==> src/bsfd_pkg.sv <==
package bsfd_pkg;

   // Framing bytes
   localparam logic [7:0] BOUNDARY_BYTE  = 8'h7E;
   localparam logic [7:0] ESCAPE_BYTE    = 8'h7D;
   localparam logic [7:0] ESCAPED_ESCAPE = 8'h00;

   // Register indexes and reset values
   localparam logic       CSR_TYPE_CODE_FIRST    = 1'b0;
   localparam logic       CSR_TYPE_CODE_SECOND   = 1'b1;
   localparam logic [7:0] TYPE_CODE_FIRST_RESET  = 8'd0;
   localparam logic [7:0] TYPE_CODE_SECOND_RESET = 8'd1;

   // Microprogram steps
   typedef enum logic [1:0] {
      STEP_ACCEPT,
      STEP_READ,
      STEP_EMIT
   } step_type;

   // Jump conditions
   typedef enum logic [1:0] {
      COND_NEVER,
      COND_DONE,
      COND_LAST
   } cond_type;

   // One control word of the microprogram
   typedef struct packed {
      logic     accept;     // take a byte from the request channel
      logic     mem_read;   // read the payload store at the drain index
      logic     emit;       // load the result register
      logic     wait_out;   // hold the step while the result register is busy
      cond_type cond;       // jump condition
      step_type jump_step;  // step when the condition holds
      step_type next_step;  // step otherwise
   } ctl_word_type;

   // Datapath status fed back to the sequencer
   typedef struct packed {
      logic frame_done;     // accepted beat completes a frame
      logic out_free;       // result register can take a beat
      logic last_beat;      // drain index is at the final result
   } status_type;

   // Control store
   function automatic ctl_word_type ctl_rom(input step_type step);
      ctl_word_type word;
      word = '0;
      unique case (step)
         STEP_ACCEPT: begin
            word.accept    = 1'b1;
            word.cond      = COND_DONE;
            word.jump_step = STEP_READ;
            word.next_step = STEP_ACCEPT;
         end
         STEP_READ: begin
            word.mem_read  = 1'b1;
            word.cond      = COND_NEVER;
            word.jump_step = STEP_EMIT;
            word.next_step = STEP_EMIT;
         end
         STEP_EMIT: begin
            word.emit      = 1'b1;
            word.wait_out  = 1'b1;
            word.cond      = COND_LAST;
            word.jump_step = STEP_ACCEPT;
            word.next_step = STEP_READ;
         end
         default: begin
            word.cond      = COND_NEVER;
            word.jump_step = STEP_ACCEPT;
            word.next_step = STEP_ACCEPT;
         end
      endcase
      return word;
   endfunction

endpackage

==> src/bsfd_seq.sv <==
module bsfd_seq (
   input  logic                   clock,
   input  logic                   reset,
   input  bsfd_pkg::status_type   status,
   output bsfd_pkg::ctl_word_type ctl
);

   bsfd_pkg::step_type step_ff;
   bsfd_pkg::step_type step_in;
   logic               cond_true;

   // Look up the control word of the current step
   always_comb begin
      ctl = bsfd_pkg::ctl_rom(step_ff);
   end

   // Pick the next step: hold, jump or fall through
   always_comb begin
      case (ctl.cond)
         bsfd_pkg::COND_DONE: cond_true = status.frame_done;
         bsfd_pkg::COND_LAST: cond_true = status.last_beat;
         default:             cond_true = 1'b0;
      endcase
      if (ctl.wait_out && !status.out_free) begin
         step_in = step_ff;
      end else if (cond_true) begin
         step_in = ctl.jump_step;
      end else begin
         step_in = ctl.next_step;
      end
   end

   always_ff @(posedge clock) begin
      if (reset) begin
         step_ff <= bsfd_pkg::STEP_ACCEPT;
      end else begin
         step_ff <= step_in;
      end
   end

endmodule

==> src/byte_stuffed_frame_deframer.sv <==
// Receive-side deframer for a byte-stuffed link. Bytes are taken one per
// cycle while a frame is hunted for and collected: the block waits for 0x7E,
// undoes the 0x7D escapes, keeps the type byte if it matches either
// configured code, takes the next byte as the payload length and stores the
// payload. A bare 0x7E or a bad escape drops the partial frame. When the
// stored count reaches the length, the request side is stalled and the
// frame drains as max(length, 1) result beats; each beat first reads the
// payload store and then loads the result register, waiting while
// rsp_stall holds the result register. After the last beat the block is
// back in the hunt state, as after reset. A declared length above
// PAYLOAD_DEPTH never completes.
module byte_stuffed_frame_deframer #(
   parameter int PAYLOAD_DEPTH = 64
) (
   input  logic       clock,
   input  logic       reset,
   input  logic       csr_wr_en,
   input  logic       csr_index,
   input  logic [7:0] csr_wr_data,
   input  logic       req_valid,
   output logic       req_stall,
   input  logic [7:0] req_rx_byte,
   output logic       rsp_valid,
   input  logic       rsp_stall,
   output logic [7:0] rsp_frame_type,
   output logic [6:0] rsp_frame_length,
   output logic [7:0] rsp_payload_byte,
   output logic       rsp_empty_frame,
   output logic       rsp_last_of_frame
);

   localparam int AW    = (PAYLOAD_DEPTH > 1) ? $clog2(PAYLOAD_DEPTH) : 1;
   localparam int CNT_W = $clog2(PAYLOAD_DEPTH + 1);

   bsfd_pkg::ctl_word_type ctl;
   bsfd_pkg::status_type   status;

   logic [7:0] type_first_ff;
   logic [7:0] type_second_ff;

   logic             boundary_seen_ff,   boundary_seen_in;
   logic             escape_pending_ff,  escape_pending_in;
   logic             type_known_ff,      type_known_in;
   logic [7:0]       held_type_ff,       held_type_in;
   logic             length_known_ff,    length_known_in;
   logic [7:0]       declared_length_ff, declared_length_in;
   logic [CNT_W-1:0] stored_count_ff,    stored_count_in;
   logic [CNT_W-1:0] drain_idx_ff,       drain_idx_in;

   logic [7:0] store_mem [PAYLOAD_DEPTH];
   logic [7:0] rd_data_ff;

   logic       rsp_valid_ff, rsp_valid_in;
   logic [7:0] rsp_type_ff;
   logic [6:0] rsp_length_ff;
   logic [7:0] rsp_payload_ff;
   logic       rsp_empty_ff;
   logic       rsp_last_ff;

   logic       beat_in;
   logic       have_data;
   logic [7:0] data_byte;
   logic       store_we;
   logic       load_out;
   logic       empty_len;
   logic       out_free;
   logic       last_beat;

   bsfd_seq u_seq (
      .clock  (clock),
      .reset  (reset),
      .status (status),
      .ctl    (ctl)
   );

   assign req_stall = !ctl.accept;
   assign beat_in   = req_valid && ctl.accept;
   assign empty_len = (declared_length_ff == 8'd0);

   // Configuration registers
   always_ff @(posedge clock) begin
      if (reset) begin
         type_first_ff  <= bsfd_pkg::TYPE_CODE_FIRST_RESET;
         type_second_ff <= bsfd_pkg::TYPE_CODE_SECOND_RESET;
      end else if (csr_wr_en) begin
         unique case (csr_index)
            bsfd_pkg::CSR_TYPE_CODE_FIRST:  type_first_ff  <= csr_wr_data;
            bsfd_pkg::CSR_TYPE_CODE_SECOND: type_second_ff <= csr_wr_data;
            default: ;
         endcase
      end
   end

   // Result register room and drain position
   assign out_free  = !rsp_valid_ff || !rsp_stall;
   assign last_beat = empty_len || ((8'(drain_idx_ff) + 8'd1) == declared_length_ff);
   assign load_out  = ctl.emit && out_free;

   // Decode one incoming byte and advance the frame state
   always_comb begin
      boundary_seen_in   = boundary_seen_ff;
      escape_pending_in  = escape_pending_ff;
      type_known_in      = type_known_ff;
      held_type_in       = held_type_ff;
      length_known_in    = length_known_ff;
      declared_length_in = declared_length_ff;
      stored_count_in    = stored_count_ff;
      drain_idx_in       = drain_idx_ff;
      have_data          = 1'b0;
      data_byte          = req_rx_byte;
      store_we           = 1'b0;

      if (beat_in) begin
         if (!boundary_seen_ff) begin
            // hunt for the opening boundary
            if (req_rx_byte == bsfd_pkg::BOUNDARY_BYTE) begin
               boundary_seen_in = 1'b1;
            end
         end else if (!escape_pending_ff) begin
            if (req_rx_byte == bsfd_pkg::ESCAPE_BYTE) begin
               escape_pending_in = 1'b1;
            end else if (req_rx_byte == bsfd_pkg::BOUNDARY_BYTE) begin
               // drop the partial frame, stay synchronized
               escape_pending_in  = 1'b0;
               type_known_in      = 1'b0;
               held_type_in       = 8'd0;
               length_known_in    = 1'b0;
               declared_length_in = 8'd0;
               stored_count_in    = '0;
            end else begin
               have_data = 1'b1;
            end
         end else begin
            escape_pending_in = 1'b0;
            if (req_rx_byte == bsfd_pkg::BOUNDARY_BYTE) begin
               have_data = 1'b1;
            end else if (req_rx_byte == bsfd_pkg::ESCAPED_ESCAPE) begin
               have_data = 1'b1;
               data_byte = bsfd_pkg::ESCAPE_BYTE;
            end else begin
               // bad escape: drop the partial frame
               type_known_in      = 1'b0;
               held_type_in       = 8'd0;
               length_known_in    = 1'b0;
               declared_length_in = 8'd0;
               stored_count_in    = '0;
            end
         end

         if (have_data) begin
            if (!type_known_ff) begin
               if (data_byte == type_first_ff || data_byte == type_second_ff) begin
                  held_type_in  = data_byte;
                  type_known_in = 1'b1;
               end
            end else if (!length_known_ff) begin
               declared_length_in = data_byte;
               stored_count_in    = '0;
               length_known_in    = 1'b1;
            end else if (stored_count_ff < CNT_W'(PAYLOAD_DEPTH)) begin
               store_we        = 1'b1;
               stored_count_in = stored_count_ff + CNT_W'(1);
            end
         end
      end

      // Step the drain index, clear everything after the last beat
      if (load_out) begin
         if (last_beat) begin
            boundary_seen_in   = 1'b0;
            escape_pending_in  = 1'b0;
            type_known_in      = 1'b0;
            held_type_in       = 8'd0;
            length_known_in    = 1'b0;
            declared_length_in = 8'd0;
            stored_count_in    = '0;
            drain_idx_in       = '0;
         end else begin
            drain_idx_in = drain_idx_ff + CNT_W'(1);
         end
      end
   end

   // Status for the sequencer
   always_comb begin
      status.frame_done = beat_in && length_known_in
                          && (8'(stored_count_in) == declared_length_in);
      status.out_free   = out_free;
      status.last_beat  = last_beat;
   end

   // Frame state registers
   always_ff @(posedge clock) begin
      if (reset) begin
         boundary_seen_ff   <= 1'b0;
         escape_pending_ff  <= 1'b0;
         type_known_ff      <= 1'b0;
         held_type_ff       <= 8'd0;
         length_known_ff    <= 1'b0;
         declared_length_ff <= 8'd0;
         stored_count_ff    <= '0;
         drain_idx_ff       <= '0;
      end else begin
         boundary_seen_ff   <= boundary_seen_in;
         escape_pending_ff  <= escape_pending_in;
         type_known_ff      <= type_known_in;
         held_type_ff       <= held_type_in;
         length_known_ff    <= length_known_in;
         declared_length_ff <= declared_length_in;
         stored_count_ff    <= stored_count_in;
         drain_idx_ff       <= drain_idx_in;
      end
   end

   // Payload store: write on collect, registered read on drain
   always_ff @(posedge clock) begin
      if (store_we) begin
         store_mem[stored_count_ff[AW-1:0]] <= data_byte;
      end
      if (ctl.mem_read) begin
         rd_data_ff <= store_mem[drain_idx_ff[AW-1:0]];
      end
   end

   // Result register
   always_comb begin
      if (load_out) begin
         rsp_valid_in = 1'b1;
      end else if (!rsp_stall) begin
         rsp_valid_in = 1'b0;
      end else begin
         rsp_valid_in = rsp_valid_ff;
      end
   end

   always_ff @(posedge clock) begin
      if (reset) begin
         rsp_valid_ff <= 1'b0;
      end else begin
         rsp_valid_ff <= rsp_valid_in;
      end
   end

   always_ff @(posedge clock) begin
      if (load_out) begin
         rsp_type_ff    <= held_type_ff;
         rsp_length_ff  <= declared_length_ff[6:0];
         rsp_payload_ff <= empty_len ? 8'd0 : rd_data_ff;
         rsp_empty_ff   <= empty_len;
         rsp_last_ff    <= last_beat;
      end
   end

   assign rsp_valid         = rsp_valid_ff;
   assign rsp_frame_type    = rsp_type_ff;
   assign rsp_frame_length  = rsp_length_ff;
   assign rsp_payload_byte  = rsp_payload_ff;
   assign rsp_empty_frame   = rsp_empty_ff;
   assign rsp_last_of_frame = rsp_last_ff;

   // Store writes stay inside the memory
   assert property (@(posedge clock) disable iff (reset)
      store_we |-> (stored_count_ff < CNT_W'(PAYLOAD_DEPTH)))
      else $error("payload store write past depth");

   // While draining, the frame is complete and held
   assert property (@(posedge clock) disable iff (reset)
      !ctl.accept |-> (length_known_ff && (8'(stored_count_ff) == declared_length_ff)))
      else $error("drain without a complete frame");

   // Drain index stays below the stored count
   assert property (@(posedge clock) disable iff (reset)
      (!ctl.accept && !empty_len) |-> (drain_idx_ff < stored_count_ff))
      else $error("drain index out of range");

   // Last beat returns the frame state to the hunt
   assert property (@(posedge clock) disable iff (reset)
      (load_out && last_beat) |=> (!boundary_seen_ff && !length_known_ff
                                   && ctl.accept))
      else $error("frame state not cleared after last beat");

endmodule

==> config.mk <==
export PLATFORM = sky130hd
export DESIGN_NAME = byte_stuffed_frame_deframer
export DESIGN_NICKNAME = d
export VERILOG_FILES = /design/src/bsfd_pkg.sv /design/src/bsfd_seq.sv /design/src/byte_stuffed_frame_deframer.sv
export SDC_FILE = /design/constraint.sdc
export NUM_CORES = 1
export LEC_CHECK = 0
export BUFFER_PORTS_ARGS = -buffer_cell sky130_fd_sc_hd__buf_2
export CAP_MARGIN = 20
export CORE_MARGIN = 2
export CORE_UTILIZATION = 40
export DETAILED_ROUTE_END_ITERATION = 12
export GPL_TIMING_DRIVEN = 0
export PLACE_DENSITY = 0.53
export SLEW_MARGIN = 30
export SYNTH_ARGS = -nofsm -noshare
export SYNTH_HDL_FRONTEND = slang
export SYNTH_SLANG_ARGS = --single-unit
==> constraint.sdc <==
create_clock -name clock -period 3.85 [get_ports clock]
set_input_delay 0.1925 -clock clock [delete_from_list [all_inputs] [get_ports clock]]
set_output_delay 0.1925 -clock clock [all_outputs]
set_load 0.01 [all_outputs]
Word level (Yosys, flattened, before mapping)
Memory sizes are Yosys's and may differ from the RTL's. A register that Yosys moved wholly into a read port is not among the register bits.
Index checks and enable logic that the tools add are counted.
- eq/ne operators: 11
- $mul: 0
- reduce and logical (&&, ||, !) cells: 17
- order comparisons: 1
- divide/modulo/power cells: 0
- add/sub/neg operators: 3
- mux-type cells: 101
- shift-type cells: 0
- bitwise operators: 1
- operator list (cell ; count):
    $mux 8 ; 30
    $mux 7 ; 14
    $mux 1 ; 53
    $eq 8x8->1 ; 3
    $pmux 6 s3 ; 1
    $eq 8x7->1 const B ; 2
    $logic_not 8->1 ; 2
    $add 7x1->7 const B ; 2
    $add 7x1->8 const B ; 1
    $eq 7x8->1 ; 1
    $lt 7x7->1 const B ; 1
    $logic_and 1x1->1 ; 5
    $eq 2x1->1 const B ; 2
    $eq 2x2->1 const B ; 2
    $logic_not 1->1 ; 4
    $mux 2 ; 2
    $reduce_and 2->1 ; 2
    $logic_or 1x1->1 ; 3
    $logic_not 2->1 ; 1
    $ne 2x1->1 const B ; 1
    $pmux 1 s2 ; 1
    $not 1->1 ; 1
- register bits after elaboration: 78
- bits in writable memories: 512
- bits in read-only memories: 0
- output and inout port bits: 27
- memories kept: 1
- bits of input ports: 22
- latch bits: 0
- word-level logic and storage cells: 152
- memories (name ; words ; width ; rd ports ; clocked after Yosys merged registers in ; write ports ; line ; source):
    store_mem ; 64 ; 8 ; 1 ; 1 ; 1 ; byte_stuffed_frame_deframer.sv:50 ; logic [7:0] store_mem [PAYLOAD_DEPTH];

Longest topological paths before layout
Gate-level depths: netlist of the first run.
- depth after elaboration: 16
- depth in mapped cells: 11
- depth with buffers taken out: 9

Modules after synthesis
From an unflattened synthesis of the first run, not the netlist that was laid out.
- cell total of the unflattened synthesis: 1235
- area, all modules: 23931.7 µm²
- modules (own cells, without submodules) (module ; instances ; cells each ; sequential area each (µm²) ; area each (µm²)):
    byte_stuffed_frame_deframer ; 1 ; 1218 ; 17386.7 ; 23776.6
    bsfd_seq ; 1 ; 17 ; 40.0 ; 155.1

Worst setup path before layout of the first run
No wires, ideal clock.
- kind: flip-flop to flip-flop
- from: register drain_idx_ff[0]
- to: register rd_data_ff[0], read port of store_mem (data pin)
- slack: 762 ps
- period minus slack after synthesis: 3088 ps
- required time: 3578 ps
- path buffers: 3
- library setup time: 272 ps
- cell stages (with the launch flop): 7
- arrival time: 2816 ps
- cell sequence: dfxtp_1 -> clkbuf_1 -> buf_2 -> buf_1 -> mux4_2 -> mux4_2 -> mux4_2
- RTL lines (element ; line ; source):
    from (decl) ; byte_stuffed_frame_deframer.sv:48 ; logic [CNT_W-1:0] drain_idx_ff, drain_idx_in;
    from (signal assigned) ; byte_stuffed_frame_deframer.sv:211 ; drain_idx_ff <= drain_idx_in;
    to (decl) ; byte_stuffed_frame_deframer.sv:51 ; logic [7:0] rd_data_ff;

Worst setup path after layout of the first run
- from: input req_rx_byte[7]
- to: memory store_mem[44][0] (enable)
- longest elaborated chain between the ends: 10
- elaborated cells between the ends (all ways): 14
- classes of those cells: 2 x eq/ne; 11 x mux; 1 x reduce/logical
- ends and longest elaborated chain (element ; line ; source):
    from (decl) ; byte_stuffed_frame_deframer.sv:22 ; input logic [7:0] req_rx_byte,
    $eq 8x7->1 or $logic_not 8->1 (tied branches) ; byte_stuffed_frame_deframer.sv:122, byte_stuffed_frame_deframer.sv:135, byte_stuffed_frame_deframer.sv:137 ;
    $mux 1, on equally long branches ; byte_stuffed_frame_deframer.sv:122, byte_stuffed_frame_deframer.sv:137 ;
    $mux 1, on equally long branches ; byte_stuffed_frame_deframer.sv:120, byte_stuffed_frame_deframer.sv:135 ;
    $mux 1 (*) ; byte_stuffed_frame_deframer.sv:119 ; end else if (!escape_pending_ff) begin
    $mux 1 (*) ; byte_stuffed_frame_deframer.sv:114 ; if (!boundary_seen_ff) begin
    $mux 1 (*) ; byte_stuffed_frame_deframer.sv:113 ; if (beat_in) begin
    $mux 1 (*) ; byte_stuffed_frame_deframer.sv:150 ; if (have_data) begin
    $mux 1 (*) ; byte_stuffed_frame_deframer.sv:113 ;
    $mux 1 (*) ; byte_stuffed_frame_deframer.sv:217 ; if (store_we) begin
    $mux 1 (implied by the code) (*) ; byte_stuffed_frame_deframer.sv:218 ; store_mem[stored_count_ff[AW-1:0]] <= data_byte;
    to (decl) ; byte_stuffed_frame_deframer.sv:50 ;
Mark *: on every way between the ends. The rest lies on a longest branch, timed or not. The select of a mux whose other input is x is not followed.

==> impl_metrics.csv, run 1 <==
group,metric,value,unit
place,placed_cell_area,25300,um^2
power,p_seq_frac,0.528,
layout,layout_common_cells,"545 x edfxtp_1, 168 x mux4_2, 110 x nor2_1, 69 x clkbuf_16, 55 x clkbuf_1",
route,wl_met1,26000,um
place,gp_congestion,0.809,
clocking,cts_root_buf,"clkbuf_16",
worst_setup_path,r2r_cells,6,
yosys,synthFlopType,"edfxtp_1",
route,dr_wl_met3,3810,um
clocking,clk_latency,600,ps
layout,drive_gt1_frac,0.248,
global_routing,grt_max_degree,65,
worst_setup_path,cp_slowest_cell,"nor2_1",
worst_setup_path,cpPeakStageDelay,910,ps
timing,min_period,3790,ps
power,peakVddDrop,288,uV
timing,holdWs,40.9,ps
worst_setup_path,crit_family,"simple AND/OR/NAND/NOR gates",
clocking,clkTransAtPathRegs,50,ps
timing,finalHoldViolCount,0,
global_routing,antenna_found_initial,1,
clocking,cts_tree,"done",
yosys,ys_seq_elements,598,
layout,final_common_cell,"edfxtp_1",
layout,antenna_cells,0,
clocking,clk_path_buf_depth,3,
timing,finalMaxSlewViolations,0,
die,die-height,249,um
place,dp_hpwl,38300,um
hold_path,whs_path_depth,2,
worst_setup_path,cp.depth,8,
power,combPwrFrac,0.017,
route,dr_wl_met2,27700,um
timing,fin_crit_sh,0.985,
timing,setup_violations,0,
die,dieArea,62000,um^2
yosys,avgSynthCellArea,19.0,um^2
route,routed_via_density,5.68,
worst_setup_path,cp_common_cell,"nor2_1",
layout,fin_util,0.466,
route,ant_nets,0,
route,dr_total_vias,12500,
worst_setup_path,crit_path_end_kind,"register",
global_routing,grt_util_all_layers,0.192,
power,power_frac_clock,0.455,
route,wl_per_cell,26.8,um
die,initial_core_util,0.406,
layout,area_growth,14.8,%
layout,fin_area,27500,um^2
yosys,async_flop_share,0,
worst_setup_path,path_max_fanout,9,
die,die_w,249,um
route,firstDrtPassIters,5,
yosys,synthCells,1260,
clocking,post-cts-setup-buffers,0,
yosys,ys_types,75,
clocking,ctsHtreeMaxLevel,3,
worst_setup_path,crit_required,4060,ps
timing,setup_tns,0,ps
power,total_power,13.4,mW
yosys,synth.net_count,1284,
route,top_layer_used,"met4",
timing,clock_skew,25.7,ps
place,numPortBuffers,40,
yosys,yosysWarnings,0,
worst_setup_path,timing.critical_path.buf_inv,2,
worst_setup_path,crit_chain,"dlygate4sd3_1, buf_6, nor4_4, nand3_2, a311o_4, nor2_1, nand4b_1, nor2_1",
job,maxCapViolations,0,
clocking,clock_sinks,598,
power,switching_share,0.199,
worst_setup_path,path_class,"input port to register",
yosys,ys_seq_area_frac,0.726,
route,drc,0,
die,rows,89,
power,p_per_area,487,nW/um^2
hold_path,hold_class,"input port to register",
timing,worst_slew_pin_slew,1010,ps
die,ios,49,
yosys,synth-edff-count,545,
global_routing,overflow,0,
die,core_area,59100,um^2
global_routing,grt_pass1_vias,12600,
timing,max_slew_margin,0.329,
worst_setup_path,critical_path.startpoint_type,"input port",
timing,rsz0062_at_grt,"true",
layout,nets,1408,
route,drt_iter0_markers,1047,
power,p_leak,8.45,nW
yosys,netlist_area,24000,um^2
worst_setup_path,cp_data_arrival_time,4000,ps
power,p_switching,2.67,mW
global_routing,grt_pass1_wl,86600,um
route,wl,59100,um
timing,fmax,264,MHz
power,p_int,10.7,mW
run_status,outcome,"complete, no violations",
clocking,numCtsBuffers,66,
## metrics by stage
step | setup WS, ps | std cells
CTS | 103 | 2207
finish | 57.7 | 2207
floorplan | 762 | 1260
detailed placement | -120 | 2077
global placement | -395 | 2073
global route | -156 | 2207
## cell type report
| cell class | instances | area [um^2] |
|---|---|---|
| Multi-Input combinational cell | 580 | 6270 |
| Fill cell | 4975 | 31600 |
| Timing Repair Buffer | 56 | 407 |
| Inverter | 6 | 22.5 |
| Clock inverter | 35 | 293 |
| Sequential cell | 598 | 17400 |
| Tap cell | 773 | 967 |
| Buffer | 76 | 383 |
| Clock buffer | 83 | 1780 |
## state kept, by name, summed over array words and instances (netlist names), 2 cells and up
register / flops
rsp_payload_byte: 8
type_second_ff: 8
rsp_frame_type: 8
stored_count_ff: 7
u_seq.step_ff: 2
drain_idx_ff: 7
held_type_ff: 8
rsp_frame_length: 7
rd_data_ff: 8
store_mem: 512
type_first_ff: 8
declared_length_ff: 8
## power groups by stage
stage	Clock [mW]	Combinational, mW	Sequential, mW
after floorplan	0	0.114	7.22
after global placement	0	0.197	7.23
final	6.10	0.224	7.09
after global routing	6.51	0.245	7.08
after detailed placement	0	0.218	7.22
after CTS	6.24	0.228	7.08
## routing by layer
metal  global-route usage  vias up
met5                    0        -
met4               0.0661        0
met3               0.0422       84
met2                0.298      393
met1                0.271     6640
li1                     -     5408
## kinds of logic (layout without fill, tap and decap cells)
kind of cell	count (synthesis)	in the layout	share of synthesized area
AOI/OAI and AO/OA	101	101	0.0308
and+or+nand+nor	276	276	0.0572
buffers and inverters	82	256	0.0148
adders and majority gates	2	2	0.00104
muxes	177	177	0.161
xor gates and xnor gates	24	24	0.00876
DFF	598	598	0.726
## cells in the mapped netlist (5+ instances only)
| cell | count | area share |
|---|---|---|
| buf_1 | 15 | 0.0023 |
| and3_1 | 10 | 0.0026 |
| nand4_1 | 6 | 0.0016 |
| dfxtp_1 | 53 | 0.044 |
| inv_1 | 6 | 0.00094 |
| nand2b_1 | 7 | 0.0018 |
| edfxtp_1 | 545 | 0.68 |
| xor2_1 | 9 | 0.0033 |
| a21oi_1 | 28 | 0.0058 |
| clkbuf_1 | 48 | 0.0075 |
| o21ai_0 | 7 | 0.0015 |
| nand3b_1 | 7 | 0.0022 |
| nand3_1 | 27 | 0.0056 |
| xnor2_1 | 15 | 0.0055 |
| a31oi_1 | 5 | 0.0013 |
| mux2i_1 | 9 | 0.0038 |
| nand2_1 | 39 | 0.0061 |
| nor4_1 | 6 | 0.0016 |
| buf_2 | 7 | 0.0015 |
| o2bb2ai_1 | 7 | 0.0026 |
| nor2_1 | 121 | 0.019 |
| nor3_1 | 5 | 0.0010 |
| mux4_2 | 168 | 0.16 |
| and2_1 | 10 | 0.0026 |
| or2_2 | 6 | 0.0016 |
| nor2b_1 | 7 | 0.0018 |
## path summary, 6_finish.rpt
path	slack [ps]	to	start
setup / recovery	60	store_mem[44][0]$_DFFE_PP_	req_rx_byte[7]
hold / removal	40	type_second_ff[7]$_SDFFE_PP0P_	reset
setup reg to reg	140	store_mem[44][0]$_DFFE_PP_	escape_pending_ff$_SDFF_PP0_
hold reg to reg	430	rsp_frame_type[3]$_DFFE_PP_	held_type_ff[3]$_SDFF_PP0_
## repair_timing
action                                  in CTS  in global routing
resized for setup                            8                 11
endpoints found under the hold margin       20                  0
hold buffers                                12                  0
endpoints found under the setup margin       8                 79
Power figures use the tool's default switching activity.
==> run 2: changes to the inputs <==
BUFFER_PORTS_ARGS = default   (was -buffer_cell sky130_fd_sc_hd__buf_2)
DONT_BUFFER_PORTS = 1   (was default)
PLACE_DENSITY = 0.56   (was 0.53)
==> run 2 against run 1 <==
  * Via count down 0.96%
  * Global-route usage shrank 0.32 points
  * Sequential share of layout area is 0.84 points higher
  * First-iteration DRC count rose by 24%
  * Die area unchanged
  * Cell area down 1.3%
  * Sequential power about the same
  * Count of clock-buffer cells in the layout shrank 4
  * Non-clock buffer count fell by 29
  * Critical path type is now register to register
  * Largest cell class unchanged
==> impl_metrics.csv, run 2 (synthesized netlist as in run 1, its figures left out) <==
group,metric,value,unit
clocking,cts_root_buf,"clkbuf_16",
route,dr_total_vias,12400,
layout,layout_common_cells,"545 x edfxtp_1, 168 x mux4_2, 119 x nor2_1, 61 x clkbuf_16, 60 x clkbuf_1",
hold_path,hold_class,"input port to register",
power,switching_share,0.202,
power,p_seq_frac,0.549,
power,peakVddDrop,359,uV
route,drt_iter0_markers,1298,
clocking,clkTransAtPathRegs,60,ps
route,wl,58700,um
job,maxCapViolations,0,
global_routing,overflow,0,
worst_setup_path,cp_data_arrival_time,4070,ps
power,total_power,12.9,mW
timing,fin_crit_sh,0.969,
layout,area_growth,13.3,%
global_routing,grt_pass1_vias,12400,
timing,rsz0062_at_grt,"false",
worst_setup_path,crit_required,4190,ps
clocking,clk_latency,640,ps
die,die-height,249,um
layout,final_common_cell,"edfxtp_1",
clocking,ctsHtreeMaxLevel,2,
die,die_w,249,um
place,dp_cells,2035,
timing,fmax,268,MHz
global_routing,grt_util_all_layers,0.189,
place,dp_hpwl,37600,um
die,ios,49,
global_routing,grt_pass1_wl,85200,um
power,p_int,10.3,mW
power,p_switching,2.61,mW
power,p_leak,8.20,nW
worst_setup_path,critical_path.startpoint_type,"register",
layout,largest_reg_flops,512,
timing,worst_slew_pin_slew,1040,ps
place,gp_congestion,0.816,
die,core_area,59100,um^2
layout,drive_gt1_frac,0.211,
layout,antenna_cells,0,
power,combPwrFrac,0.017,
timing,clock_skew,21.6,ps
route,routed_via_density,5.72,
die,dieArea,62000,um^2
timing,holdWs,81.0,ps
route,drc,0,
layout,finalNonFillerCells,2168,
global_routing,grt_max_degree,65,
global_routing,antenna_found_initial,0,
timing,max_slew_margin,0.304,
clocking,clock_sinks,598,
worst_setup_path,crit_path_end_kind,"register",
power,power_frac_clock,0.434,
die,initial_core_util,0.406,
place,pre_cts_slack,-191,ps
layout,nets,1374,
timing,finalHoldViolCount,0,
run_status,outcome,"complete, no violations",
worst_setup_path,path_class,"register to register",
timing,worst_slack,119,ps
route,firstDrtPassIters,5,
die,rows,89,
power,p_per_area,475,nW/um^2
clocking,clk_path_buf_depth,3,
clocking,numCtsBuffers,61,
timing,setup_violations,0,
worst_setup_path,path_max_fanout,10,
clocking,cts_tree,"done",
timing,finalMaxSlewViolations,0,
route,wl_per_cell,27.1,um
timing,min_period,3730,ps
route,ant_nets,0,
place,numPortBuffers,0,
[run 2: cell types whose count changed in the layout (fill, tap and decap cells not counted), sizes merged, moves of 3 or more]
cell / before / now
dlygate4sd3: 12 / 25
clkinv: 26 / 23
clkbuf: 131 / 128
buf: 68 / 25
[run 2: area by class of cell]
cell class,instances,area [um^2]
Fill cell,4924,31900
Tap cell,773,967
Clock buffer,79,1590
Timing Repair Buffer,27,290
Multi-Input combinational cell,580,6240
Buffer,76,384
Sequential cell,598,17400
Inverter,6,22.5
Clock inverter,29,255
[run 2: worst max-delay path: stages, from the launching register on]
cell,delay (ps)
dfxtp_1,430
clkbuf_1,580
clkbuf_1,820
mux4_2,470
mux4_2,550
mux4_2,570
[run 2: path summary, 6_finish.rpt]
kind	start	to	slack [ps]	cells past startpoint
worst max-delay path	drain_idx_ff[1]$_SDFFE_PP0P_	rd_data_ff[5]$_DFFE_PN_	120	5
worst min-delay path	req_rx_byte[0]	escape_pending_ff$_SDFF_PP0_	80	5
worst max register to register	drain_idx_ff[1]$_SDFFE_PP0P_	rd_data_ff[5]$_DFFE_PN_	120	5
worst min register to register	held_type_ff[7]$_SDFF_PP0_	rsp_frame_type[7]$_DFFE_PP_	450	0
[run 2: what timing repair did]
item,4_1_cts,5_1_grt
setup buffers,0,0
resized for setup,8,3
hold buffers,25,0
endpoints found under the setup margin,8,14
hold endpoints to repair,25,0
[run 2: stage by stage]
| stage | setup TNS (ps) | utilization | instance area, um^2 |
|---|---|---|---|
| 3_3_place_gp | -3310 | 0.422 | 25000 |
| 2_1_floorplan | 0 | - | 24000 |
| 6_report | 0 | 0.460 | 27200 |
| 5_1_grt | 0 | 0.460 | 27200 |
| 4_1_cts | 0 | 0.460 | 27200 |
| 3_5_place_dp | -1240 | 0.424 | 25000 |
[run 2: power by group through the flow]
stage          Combinational [mW]  Clock (mW)  Sequential (mW)
2_1_floorplan               0.114           0             7.22
3_3_place_gp                0.187           0             7.23
3_5_place_dp                0.205           0             7.22
4_1_cts                     0.226        5.71             7.09
5_1_grt                     0.241        5.95             7.08
6_report                    0.222        5.60             7.09
[run 2: routing by layer]
layer  global-route usage  vias up  wire, um
met5                    0        -         0
met4               0.0466        0      1030
met3               0.0298       74      3650
met2                0.309      411     28600
met1                0.268     6595     25400
li1                     -     5325         -
==> run 3: changes to the inputs <==
clock period = 4.2 ns   (was 3.85 ns; I/O delays follow)
==> run 3 against run 2 <==
  * Sequential power decreased by 8.3%
  * Via count about the same
  * Non-clock buffer count decreased by 1
  * First-iteration DRC count decreased by 1.4%
  * Combinational power decreased by 9%
  * Core utilization decreased by 0.070 points
  * Largest power group unchanged
==> impl_metrics.csv, run 3 (synthesized netlist as in run 1, its figures left out) <==
group,metric,value,unit
clocking,post-cts-setup-buffers,0,
timing,rsz0062_at_grt,"false",
global_routing,grt_max_degree,65,
layout,area_growth,13.1,%
die,die-height,249,um
global_routing,grt_pass1_wl,85100,um
job,maxCapViolations,0,
die,rows,89,
clocking,cts_tree,"done",
die,ios,49,
timing,min_period,3990,ps
route,drc,0,
clocking,cts_root_buf,"clkbuf_16",
route,dr_total_vias,12400,
clocking,numCtsBuffers,61,
global_routing,overflow,0,
die,dieArea,62000,um^2
layout,layout_common_cells,"545 x edfxtp_1, 168 x mux4_2, 120 x nor2_1, 61 x clkbuf_1, 61 x clkbuf_16",
power,peakVddDrop,332,uV
worst_setup_path,path_class,"register to register",
worst_setup_path,path_max_fanout,10,
timing,setup_violations,0,
place,dp_hpwl,37600,um
global_routing,antenna_found_initial,0,
timing,finalMaxSlewViolations,0,
layout,nets,1373,
timing,fin_crit_sh,0.951,
hold_path,hold_class,"input port to register",
global_routing,grt_pass1_vias,12400,
timing,clock_skew,17.8,ps
worst_setup_path,crit_required,4550,ps
route,wl,58600,um
route,ant_nets,0,
route,routed_via_density,5.73,
route,firstDrtPassIters,7,
run_status,outcome,"complete, no violations",
timing,max_slew_margin,0.315,
place,placed_cell_area,25000,um^2
timing,finalHoldViolCount,0,
layout,antenna_cells,0,
route,wl_per_cell,27.0,um
worst_setup_path,crit_path_end_kind,"register",
timing,fmax,250,MHz
layout,largest_reg_flops,512,
timing,holdWs,39.6,ps
power,p_leak,8.19,nW
die,initial_core_util,0.406,
clocking,clock_sinks,598,
route,drt_iter0_markers,1280,
worst_setup_path,cp_data_arrival_time,4340,ps
worst_setup_path,critical_path.startpoint_type,"register",
place,gp_congestion,0.816,
layout,fin_area,27100,um^2
die,die_w,249,um
clocking,clk_path_buf_depth,3,
place,numPortBuffers,0,
clocking,ctsResizeCount,0,
clocking,holdBufCountCts,24,
clocking,clk_latency,640,ps
die,core_area,59100,um^2
global_routing,grt_util_all_layers,0.189,
clocking,ctsHtreeMaxLevel,2,
layout,drive_gt1_frac,0.209,
power,p_per_area,436,nW/um^2
layout,final_common_cell,"edfxtp_1",
clocking,clkTransAtPathRegs,60,ps
timing,worst_slew_pin_slew,1030,ps
[run 3: worst paths after layout]
kind / slack (ps) / cells past startpoint / to / startpoint
setup / recovery: 210 / 6 / rd_data_ff[6]$_DFFE_PN_ / drain_idx_ff[0]$_SDFFE_PP0P_
hold / removal: 40 / 3 / type_second_ff[1]$_SDFFE_PP0P_ / csr_wr_en
setup reg to reg: 210 / 6 / rd_data_ff[6]$_DFFE_PN_ / drain_idx_ff[0]$_SDFFE_PP0P_
hold reg to reg: 450 / 0 / rsp_frame_type[1]$_DFFE_PP_ / held_type_ff[1]$_SDFF_PP0_
[run 3: area by class of cell]
| cell class | instances | area (um^2) |
|---|---|---|
| timing repair buffer | 26 | 280 |
| clock buffer | 79 | 1590 |
| fill | 4928 | 32000 |
| tap | 773 | 967 |
| inverter | 6 | 22.5 |
| sequential | 598 | 17400 |
| multi-input combinational | 580 | 6240 |
| clock inverter | 29 | 255 |
| buffer | 76 | 355 |
[run 3: per-stage QoR]
step | worst slack [ps] | utilization | power [mW] | TNS [ps] | std cells
floorplan | 1110 | - | 6.72 | 0 | 1260
global placement | -107 | 0.422 | 6.80 | -545 | 2033
detailed placement | 159 | 0.424 | 6.81 | 0 | 2035
CTS | 135 | 0.459 | 11.9 | 0 | 2167
global route | 25.4 | 0.459 | 12.2 | 0 | 2167
finish | 205 | 0.459 | 11.8 | 0 | 2167
[run 3: power by group]
| group | switching [mW] | internal (mW) |
|---|---|---|
| registers | 0.00740 | 6.49 |
| logic | 0.148 | 0.0550 |
| clock network | 2.24 | 2.90 |
| total | 2.39 | 9.44 |
[run 3: metal layers]
metal,vias up,share of wire,track usage
li1,5315,-,-
met2,420,0.49,0.309
met3,69,0.056,0.0297
met1,6607,0.44,0.268
met5,-,0,0
met4,0,0.017,0.0469
[run 3: critical path: stages (launching register included)]
cell and delay (ps):
dfxtp_1 330, clkbuf_1 280, clkbuf_1 590, buf_1 720
mux4_2 660, mux4_2 550, mux4_2 550
